==> src/rtl/string_table_validate_select_unit_macros.svh <==
// assertion macros shared by the string table checker
// clocked on clk, disabled while rst_n is low
`ifndef STRING_TABLE_VALIDATE_SELECT_UNIT_MACROS_SVH
`define STRING_TABLE_VALIDATE_SELECT_UNIT_MACROS_SVH

`ifndef SYNTHESIS

// same-cycle implication
`define STVS_ASSERT_SAME(lbl, ante, cons) \
    lbl: assert property (@(posedge clk) disable iff (!rst_n) (ante) |-> (cons)) \
        else $error("stvs assertion failed");

// next-cycle implication
`define STVS_ASSERT_NEXT(lbl, ante, cons) \
    lbl: assert property (@(posedge clk) disable iff (!rst_n) (ante) |=> (cons)) \
        else $error("stvs assertion failed");

`else

`define STVS_ASSERT_SAME(lbl, ante, cons)
`define STVS_ASSERT_NEXT(lbl, ante, cons)

`endif

`endif

==> src/rtl/stvs_pkg.sv <==
`default_nettype none

package stvs_pkg;

    // span size limit default
    localparam int unsigned MaxSpanDefault = 4096;

    // fnv-1a constants
    localparam logic [31:0] FnvBasis = 32'd2166136261;

    // configuration register indexes
    localparam logic [2:0] RegEntryCount    = 3'd0;
    localparam logic [2:0] RegSelectedIndex = 3'd1;
    localparam logic [2:0] RegExpectedHash  = 3'd2;
    localparam logic [2:0] RegSpanLength    = 3'd3;
    localparam logic [2:0] RegNameCapacity  = 3'd4;

    // configuration reset values
    localparam logic [11:0] EntryCountReset    = 12'd69;
    localparam logic [10:0] SelectedIndexReset = 11'd0;
    localparam logic [31:0] ExpectedHashReset  = 32'h1020AC88;
    localparam logic [12:0] SpanLengthReset    = 13'd4096;
    localparam logic [12:0] NameCapacityReset  = 13'd4096;

    // counter saturation value
    localparam logic [11:0] CountMax = 12'hFFF;

    // one byte of the span
    typedef struct packed {
        logic [7:0] data;
        logic       last;
    } stvs_beat_t;

    // configuration seen by the span parser
    typedef struct packed {
        logic [11:0] entry_count;
        logic [10:0] selected_index;
        logic [12:0] span_length;
        logic [12:0] name_capacity;
    } stvs_cfg_t;

    // parser verdict for the byte being processed
    typedef struct packed {
        logic        format_ok;
        logic [11:0] offset;
        logic [11:0] length;
    } stvs_status_t;

    // multiply by the fnv prime 0x01000193 with shifts and adds, modulo 2^32
    function automatic logic [31:0] fnv_mul_prime(input logic [31:0] x);
        logic [31:0] acc;
        acc = (x << 24) + (x << 8) + (x << 7) + (x << 4) + (x << 1) + x;
        return acc;
    endfunction

endpackage

`default_nettype wire

==> src/rtl/string_table_validate_select_unit.sv <==
// String table span checker. Bytes of one span enter one per transaction on the
// in channel, the final one flagged by last_byte; each byte is folded into a 32-bit
// FNV-1a hash and the span is split into zero-terminated entries. After the final
// byte one transaction leaves on the out channel: table_ok is set only when the hash,
// span length, entry count and the selected entry's length against name_capacity all
// check out, and name_offset / name_length then give the selected entry (both zero
// otherwise). One byte is taken every cycle while the input does not stall; each byte
// sits in the input register while its update (the hash multiply by the prime, done
// as shifts and adds) is computed combinationally, and the result register loads when
// a last byte leaves the input register. Only a last byte whose result register is still
// held by the consumer stalls the input. The user must write the configuration registers
// through cfg_we / cfg_index / cfg_data while no span is in flight; the block does not
// enforce this. Indexes above 4 are ignored.
`default_nettype none
`include "string_table_validate_select_unit_macros.svh"

module string_table_validate_select_unit
    import stvs_pkg::*;
#(
    parameter int unsigned MAX_SPAN = MaxSpanDefault
)
(
    input  wire logic        clk,
    input  wire logic        rst_n,
    input  wire logic        cfg_we,
    input  wire logic [2:0]  cfg_index,
    input  wire logic [31:0] cfg_data,
    input  wire logic        in_valid,
    output logic             in_ready,
    input  wire logic [7:0]  data_byte,
    input  wire logic        last_byte,
    output logic             out_valid,
    input  wire logic        out_ready,
    output logic             table_ok,
    output logic [11:0]      name_offset,
    output logic [11:0]      name_length
);

    logic [11:0]  entry_count_reg;
    logic [10:0]  selected_index_reg;
    logic [31:0]  expected_hash_reg;
    logic [12:0]  span_length_reg;
    logic [12:0]  name_capacity_reg;

    logic         s1_valid_reg;
    stvs_beat_t   s1_beat_reg;

    logic         out_valid_reg;
    logic         table_ok_reg;
    logic [11:0]  name_offset_reg;
    logic [11:0]  name_length_reg;

    logic         out_free;
    logic         s1_fire;
    logic         hash_match;
    logic         result_ok;
    stvs_cfg_t    cfg;
    stvs_status_t status;

    // configuration registers
    always_ff @(posedge clk or negedge rst_n)
    begin
        if (!rst_n)
        begin
            entry_count_reg    <= EntryCountReset;
            selected_index_reg <= SelectedIndexReset;
            expected_hash_reg  <= ExpectedHashReset;
            span_length_reg    <= SpanLengthReset;
            name_capacity_reg  <= NameCapacityReset;
        end
        else if (cfg_we)
        begin
            unique case (cfg_index)
                RegEntryCount:    entry_count_reg    <= cfg_data[11:0];
                RegSelectedIndex: selected_index_reg <= cfg_data[10:0];
                RegExpectedHash:  expected_hash_reg  <= cfg_data;
                RegSpanLength:    span_length_reg    <= cfg_data[12:0];
                RegNameCapacity:  name_capacity_reg  <= cfg_data[12:0];
                default:          ;
            endcase
        end
    end

    always_comb
    begin
        cfg.entry_count    = entry_count_reg;
        cfg.selected_index = selected_index_reg;
        cfg.span_length    = span_length_reg;
        cfg.name_capacity  = name_capacity_reg;
    end

    // handshake: only a last byte needs room in the result register
    assign out_free = !out_valid_reg || out_ready;
    assign s1_fire  = s1_valid_reg && (!s1_beat_reg.last || out_free);
    assign in_ready = !s1_valid_reg || s1_fire;

    // input register
    always_ff @(posedge clk or negedge rst_n)
    begin
        if (!rst_n)
        begin
            s1_valid_reg <= 1'b0;
        end
        else if (in_ready)
        begin
            s1_valid_reg <= in_valid;
        end
    end

    always_ff @(posedge clk)
    begin
        if (in_ready && in_valid)
        begin
            s1_beat_reg.data <= data_byte;
            s1_beat_reg.last <= last_byte;
        end
    end

    // hash unit
    stvs_hash u_hash (
        .clk           (clk),
        .rst_n         (rst_n),
        .step          (s1_fire),
        .beat          (s1_beat_reg),
        .expected_hash (expected_hash_reg),
        .hash_match    (hash_match)
    );

    // entry splitter and span checks
    stvs_parse #(
        .MAX_SPAN (MAX_SPAN)
    ) u_parse (
        .clk    (clk),
        .rst_n  (rst_n),
        .step   (s1_fire),
        .beat   (s1_beat_reg),
        .cfg    (cfg),
        .status (status)
    );

    assign result_ok = hash_match && status.format_ok;

    // result register
    always_ff @(posedge clk or negedge rst_n)
    begin
        if (!rst_n)
        begin
            out_valid_reg <= 1'b0;
        end
        else if (s1_fire && s1_beat_reg.last)
        begin
            out_valid_reg <= 1'b1;
        end
        else if (out_ready)
        begin
            out_valid_reg <= 1'b0;
        end
    end

    always_ff @(posedge clk)
    begin
        if (s1_fire && s1_beat_reg.last)
        begin
            table_ok_reg    <= result_ok;
            name_offset_reg <= result_ok ? status.offset : 12'd0;
            name_length_reg <= result_ok ? status.length : 12'd0;
        end
    end

    assign out_valid   = out_valid_reg;
    assign table_ok    = table_ok_reg;
    assign name_offset = name_offset_reg;
    assign name_length = name_length_reg;

    // a failed result carries no entry
    `STVS_ASSERT_SAME(a_fail_zero, out_valid_reg && !table_ok_reg,
        (name_offset_reg == 12'd0) && (name_length_reg == 12'd0))

    // the input stalls only behind a last byte waiting for the result register
    `STVS_ASSERT_SAME(a_stall_cause, !in_ready,
        s1_valid_reg && s1_beat_reg.last && out_valid_reg && !out_ready)

    // a new result follows a processed last byte
    `STVS_ASSERT_NEXT(a_result_source, s1_fire && s1_beat_reg.last, out_valid_reg)

endmodule

`default_nettype wire

==> src/rtl/stvs_hash.sv <==
`default_nettype none

module stvs_hash
    import stvs_pkg::*;
(
    input  wire logic        clk,
    input  wire logic        rst_n,
    input  wire logic        step,
    input  wire stvs_beat_t  beat,
    input  wire logic [31:0] expected_hash,
    output logic             hash_match
);

    logic [31:0] hash_reg;
    logic [31:0] hash_next;

    // fold in the byte: xor then multiply by the prime
    always_comb
    begin
        hash_next = fnv_mul_prime(hash_reg ^ {24'd0, beat.data});
    end

    assign hash_match = (hash_next == expected_hash);

    // running hash, back to the basis after the last byte
    always_ff @(posedge clk or negedge rst_n)
    begin
        if (!rst_n)
        begin
            hash_reg <= FnvBasis;
        end
        else if (step)
        begin
            hash_reg <= beat.last ? FnvBasis : hash_next;
        end
    end

endmodule

`default_nettype wire

==> src/rtl/stvs_parse.sv <==
`default_nettype none

module stvs_parse
    import stvs_pkg::*;
#(
    parameter int unsigned MAX_SPAN = MaxSpanDefault
)
(
    input  wire logic         clk,
    input  wire logic         rst_n,
    input  wire logic         step,
    input  wire stvs_beat_t   beat,
    input  wire stvs_cfg_t    cfg,
    output stvs_status_t      status
);

    localparam int unsigned PW = $clog2(MAX_SPAN + 1);
    localparam int unsigned EW = (PW > 13) ? PW : 13;

    logic [PW-1:0] pos_reg, pos_next;
    logic [11:0]   entries_reg, entries_next;
    logic [11:0]   cur_len_reg, cur_len_next;
    logic [11:0]   start_reg, start_next;
    logic [11:0]   chosen_off_reg, chosen_off_next;
    logic [11:0]   chosen_len_reg, chosen_len_next;
    logic          ferr_reg, ferr_next;

    logic          overflow;
    logic          is_zero;
    logic [EW-1:0] pos_inc;

    // per-byte update of the entry splitter
    always_comb
    begin
        overflow        = (pos_reg == PW'(MAX_SPAN));
        is_zero         = (beat.data == 8'd0);
        pos_inc         = EW'(pos_reg) + EW'(1);
        ferr_next       = ferr_reg | overflow | (is_zero & (cur_len_reg == 12'd0));
        entries_next    = entries_reg;
        cur_len_next    = cur_len_reg;
        start_next      = start_reg;
        chosen_off_next = chosen_off_reg;
        chosen_len_next = chosen_len_reg;
        if (is_zero)
        begin
            if ((cur_len_reg != 12'd0) && (entries_reg == {1'b0, cfg.selected_index}))
            begin
                chosen_off_next = start_reg;
                chosen_len_next = cur_len_reg;
            end
            if (entries_reg != CountMax)
            begin
                entries_next = entries_reg + 12'd1;
            end
            start_next   = pos_inc[11:0];
            cur_len_next = 12'd0;
        end
        else if (cur_len_reg != CountMax)
        begin
            cur_len_next = cur_len_reg + 12'd1;
        end
        pos_next = overflow ? pos_reg : pos_inc[PW-1:0];
    end

    // span checks on the updated state
    always_comb
    begin
        status.format_ok = (EW'(pos_next) == EW'(cfg.span_length))
                         && !ferr_next
                         && (entries_next == cfg.entry_count)
                         && (cur_len_next == 12'd0)
                         && ({1'b0, cfg.selected_index} < cfg.entry_count)
                         && (cfg.name_capacity != 13'd0)
                         && ({1'b0, chosen_len_next} <= cfg.name_capacity);
        status.offset    = chosen_off_next;
        status.length    = chosen_len_next;
    end

    // span state, cleared after the last byte
    always_ff @(posedge clk or negedge rst_n)
    begin
        if (!rst_n)
        begin
            pos_reg        <= '0;
            entries_reg    <= '0;
            cur_len_reg    <= '0;
            start_reg      <= '0;
            chosen_off_reg <= '0;
            chosen_len_reg <= '0;
            ferr_reg       <= 1'b0;
        end
        else if (step)
        begin
            if (beat.last)
            begin
                pos_reg        <= '0;
                entries_reg    <= '0;
                cur_len_reg    <= '0;
                start_reg      <= '0;
                chosen_off_reg <= '0;
                chosen_len_reg <= '0;
                ferr_reg       <= 1'b0;
            end
            else
            begin
                pos_reg        <= pos_next;
                entries_reg    <= entries_next;
                cur_len_reg    <= cur_len_next;
                start_reg      <= start_next;
                chosen_off_reg <= chosen_off_next;
                chosen_len_reg <= chosen_len_next;
                ferr_reg       <= ferr_next;
            end
        end
    end

endmodule

`default_nettype wire
==> config.mk <==
export PLATFORM = sky130hd
export DESIGN_NAME = string_table_validate_select_unit
export DESIGN_NICKNAME = d
export VERILOG_FILES = /design/src/rtl/stvs_pkg.sv /design/src/rtl/string_table_validate_select_unit.sv /design/src/rtl/stvs_hash.sv /design/src/rtl/stvs_parse.sv
export VERILOG_INCLUDE_DIRS = /design/src /design/src/rtl
export SDC_FILE = /design/constraint.sdc
export NUM_CORES = 1
export LEC_CHECK = 0
export ABC_AREA = 1
export BUFFER_PORTS_ARGS = -buffer_cell sky130_fd_sc_hd__buf_4
export CAP_MARGIN = 25
export CORE_ASPECT_RATIO = 0.75
export CORE_MARGIN = 4
export CORE_UTILIZATION = 45
export DETAILED_ROUTE_END_ITERATION = 16
export GPL_TIMING_DRIVEN = 0
export PLACE_DENSITY = 0.73
export SYNTH_ARGS = -nofsm -noshare
export SYNTH_HDL_FRONTEND = slang
export SYNTH_SLANG_ARGS = --single-unit
==> constraint.sdc <==
create_clock -name clk -period 5.57 [get_ports clk]
set_input_delay 1.114 -clock clk [delete_from_list [all_inputs] [get_ports clk]]
set_output_delay 1.114 -clock clk [all_outputs]
set_load 0.01 [all_outputs]
==> results.yml <==
outcome:
  run_status: "completed"
timing:
  finalHoldViolCount: 0
  final.period_utilization_pct: 96.24
  timing_worst_slew_pin_value_ns: 0.9792
  max-slew-margin-rel_pct: 34.65
  setup_ws_ns: 0.2095
  fin_setup_tns_ns: 0
  setup_violations: 0
  finalCriticalPeriod_ns: 5.361
  slew_violations: 0
  timing.fmax_ghz: 0.1865
  finalClockSkew_ns: 0.01501
detailed_routing:
  post_drt_wl_per_cell_um: 19.02
  routed_via_density: 5.426
  route.final.wire_length_um: 49140
  remaining_antenna_violation_count: 0
  drt-pass1-iter-count: 5
  drc: 0
  vias: 14020
  drt-initial-drc-count: 1610
yosys:
  synth.ff_latch_count: 223
  sequential_cell_area_fraction_in_the_yosys_report_pct: 36.56
  synthFlopType: "sky130_fd_sc_hd__dfrtp_1"
  synthArstFlopShare_pct: 84.75
  synthCells: 1990
  yosysUniqueCellTypes: 56
  synth-edff-count: 34
  synthDominantAreaCellType: "sky130_fd_sc_hd__dfrtp_1"
  netlist_area_mm2: 0.01582
  netlist_top_cells_area: "sky130_fd_sc_hd__dfrtp_1, sky130_fd_sc_hd__nand2_1, sky130_fd_sc_hd__inv_1"
  synth_nets: 2196
  synth_warnings: 0
  top_area_cell_type_share_of_the_netlist_area_pct: 25.62
  avgSynthCellArea_um2: 7.950
worst_setup_path:
  r2r_cells: 27
  startpoint_type: "flop"
  worst-endpoint-required_ns: 5.97
  critPathMaxFanout: 10
  cp.arrival_ns: 5.76
  critical_path.endpoint_type: "flop"
  timing.critical_path.slowest_cell_delay_ns: 0.59
  critical_path_s_slowest_cell: "sky130_fd_sc_hd__dfstp_2"
  critPathKind: "flop to flop"
  critPathTopFamily: "simple AND/OR/NAND/NOR gates"
  path_depth: 27
  cp_num_buf_inv: 6
layout:
  drive_above_1_share_pct: 12.75
  n_antenna_cell: 0
  syn_to_final_growth_pct: 14.56
  nFillCells: 3313
  instances_no_fill: 2583
  final_net_count: 2313
clock_network:
  clkSlewWorstSetupHoldPaths_ns: 0.06
  cts_num_sinks: 223
  cts_tree: "done"
  clock_insertion_delay_at_the_later_pin_of_the_skew_report_ns: 0.55
  cts_made_buffers: 25
  ctsRootBufferMaster: "sky130_fd_sc_hd__clkbuf_16"
  cts-root-to-sink-buffers: 3
  cts_htree_levels: 1
grt:
  initial_antenna_violation_count: 0
  grt_pass1_wl_um: 76060
  global_route_total_overflow: 0
  grt_util_met2_pct: 35.83
  gr-usage-all-layers_pct: 25.53
  use_met3_pct: 6.622
  number_of_global_route_vias_before_repair: 13560
  grt_max_degree: 122
  global_route.usage.met1_pct: 39.27
  globalRoute.busiestLayer: "met1"
hold_path:
  hold_class: "flop to flop"
  hold-path-cell-count: 2
place:
  gpl.final_weighted_congestion: 0.9957
  pre_cts_slack_ns: -0.4368
  place.detailed.hpwl_um: 38020
  io_buffer_count: 75
  dpl.cell_count: 2523
die:
  die_height_um: 170.4
  std_cell_rows: 59
  floorplan.die_area_mm2: 0.03825
  floorplan.initialDensity_pct: 45.60
  core_region_area_mm2: 0.03470
  die_width_um: 224.5
  io_pins: 76
job:
  cap_violations: 0
-- stage by stage --
stage | hold slack (ns) | area, um2 | utilization, %
after CTS | 0.4907 | 17900 | 51.60
after floorplan | 0.4530 | 15820 | -
after global routing | 0.5077 | 18120 | 52.24
after detailed placement | 0.4760 | 16990 | 48.97
after global placement | 0.4698 | 16960 | 48.87
final | 0.4904 | 18120 | 52.24
-- area by class of cell --
cell class / count / area [um2] / area share (%)
plain buffers: 50 / 239.0 / 1.319
clock buffers: 38 / 754.5 / 4.163
inverters: 380 / 1430 / 7.891
repair buffers: 90 / 703.2 / 3.880
flip-flops and latches: 223 / 5784 / 31.92
well taps: 457 / 571.8 / 3.155
multi-input cells: 1337 / 8572 / 47.30
clock inverters: 8 / 68.82 / 0.3797
-- worst min-delay path, stage by stage, from the launching register on --
cell                      delay (ns)
sky130_fd_sc_hd__dfstp_2        0.37
sky130_fd_sc_hd__inv_1          0.06
sky130_fd_sc_hd__a21oi_1        0.06
-- repair_timing --
item	CTS	global route
endpoints found under the setup margin	25	25
gates cloned	0	0
endpoints found under the hold margin	0	0
hold buffers	0	0
buffers inserted	1	12
gates resized for setup	11	29
pin swaps	1	5
-- worst paths after layout --
check,end,slack [ns],from
max,name_length[9]$_SDFFCE_PN0P_,0.21,u_hash.hash_reg[6]$_DFFE_PN1P_
min in group asynchronous,selected_index_reg[6]$_DFFE_PN0P_,0.54,rst_n
min reg2reg,expected_hash_reg[15]$_DFFE_PN1P_,0.49,expected_hash_reg[15]$_DFFE_PN1P_
max in group asynchronous,expected_hash_reg[23]$_DFFE_PN0P_,4.04,rst_n
min,expected_hash_reg[15]$_DFFE_PN1P_,0.49,expected_hash_reg[15]$_DFFE_PN1P_
max reg2reg,name_length[9]$_SDFFCE_PN0P_,0.21,u_hash.hash_reg[6]$_DFFE_PN1P_
-- synth_stat cells, types with 7 or more instances --
library cell,n
sky130_fd_sc_hd__mux2_2,10
sky130_fd_sc_hd__dfstp_2,27
sky130_fd_sc_hd__inv_2,7
sky130_fd_sc_hd__a21oi_1,61
sky130_fd_sc_hd__o22ai_1,84
sky130_fd_sc_hd__nand3b_1,22
sky130_fd_sc_hd__clkbuf_1,39
sky130_fd_sc_hd__dfrtp_1,162
sky130_fd_sc_hd__nand4_1,28
sky130_fd_sc_hd__xor2_1,35
sky130_fd_sc_hd__edfxtp_1,34
sky130_fd_sc_hd__nand2_2,10
sky130_fd_sc_hd__nor2_2,30
sky130_fd_sc_hd__inv_1,372
sky130_fd_sc_hd__nor3_1,10
sky130_fd_sc_hd__nor2_1,128
sky130_fd_sc_hd__o21ai_0,129
sky130_fd_sc_hd__xnor2_1,23
sky130_fd_sc_hd__nand2_1,455
sky130_fd_sc_hd__ha_1,89
sky130_fd_sc_hd__fa_1,68
sky130_fd_sc_hd__nand3_1,101
-- kinds of logic (layout without fill, tap and decap cells) --
| logic type | Yosys count | in the layout | share of synthesized area (%) |
|---|---|---|---|
| flops | 223 | 223 | 36.56 |
| fa+ha+maj | 157 | 157 | 15.64 |
| compound gates | 307 | 307 | 10.97 |
| buf+inv | 430 | 566 | 10.45 |
| xor+xnor | 61 | 61 | 3.599 |
| simple gates | 802 | 802 | 22.07 |
| mux | 10 | 10 | 0.7118 |
-- cells in the final DEF (no fill, tap or decap), types with 3 or more instances in the layout --
cell	instances
sky130_fd_sc_hd__nor2_2	33
sky130_fd_sc_hd__o21ai_0	129
sky130_fd_sc_hd__a21o_1	4
sky130_fd_sc_hd__nand3_1	99
sky130_fd_sc_hd__o21bai_1	4
sky130_fd_sc_hd__clkinv_2	6
sky130_fd_sc_hd__a21oi_1	54
sky130_fd_sc_hd__dfstp_2	27
sky130_fd_sc_hd__xnor2_1	21
sky130_fd_sc_hd__ha_1	88
sky130_fd_sc_hd__nand2_2	12
sky130_fd_sc_hd__nand2_1	452
sky130_fd_sc_hd__edfxtp_1	34
sky130_fd_sc_hd__a21oi_2	11
sky130_fd_sc_hd__mux2_2	10
sky130_fd_sc_hd__clkbuf_1	43
sky130_fd_sc_hd__xor2_2	3
sky130_fd_sc_hd__nor2_1	124
sky130_fd_sc_hd__xor2_4	4
sky130_fd_sc_hd__a21boi_0	3
sky130_fd_sc_hd__fa_1	68
sky130_fd_sc_hd__buf_6	4
sky130_fd_sc_hd__nand3_2	6
sky130_fd_sc_hd__inv_1	371
sky130_fd_sc_hd__nand3b_1	22
sky130_fd_sc_hd__clkbuf_2	3
sky130_fd_sc_hd__nor3_1	10
sky130_fd_sc_hd__inv_2	7
sky130_fd_sc_hd__clkbuf_16	25
sky130_fd_sc_hd__nand4_1	28
sky130_fd_sc_hd__dfrtp_1	162
sky130_fd_sc_hd__buf_4	89
sky130_fd_sc_hd__clkbuf_8	8
sky130_fd_sc_hd__xor2_1	29
sky130_fd_sc_hd__o22ai_1	84
sky130_fd_sc_hd__nor4_1	3
-- metal layers --
metal | routed length [um] | part of all wire (%)
met5 | 0 | 0
met4 | 1178 | 2.4
met3 | 5375 | 11
met2 | 19880 | 40
met1 | 22700 | 46
Power is not shown: default switching activity piles up to over one toggle a cycle in this logic, so the estimate is an artifact.
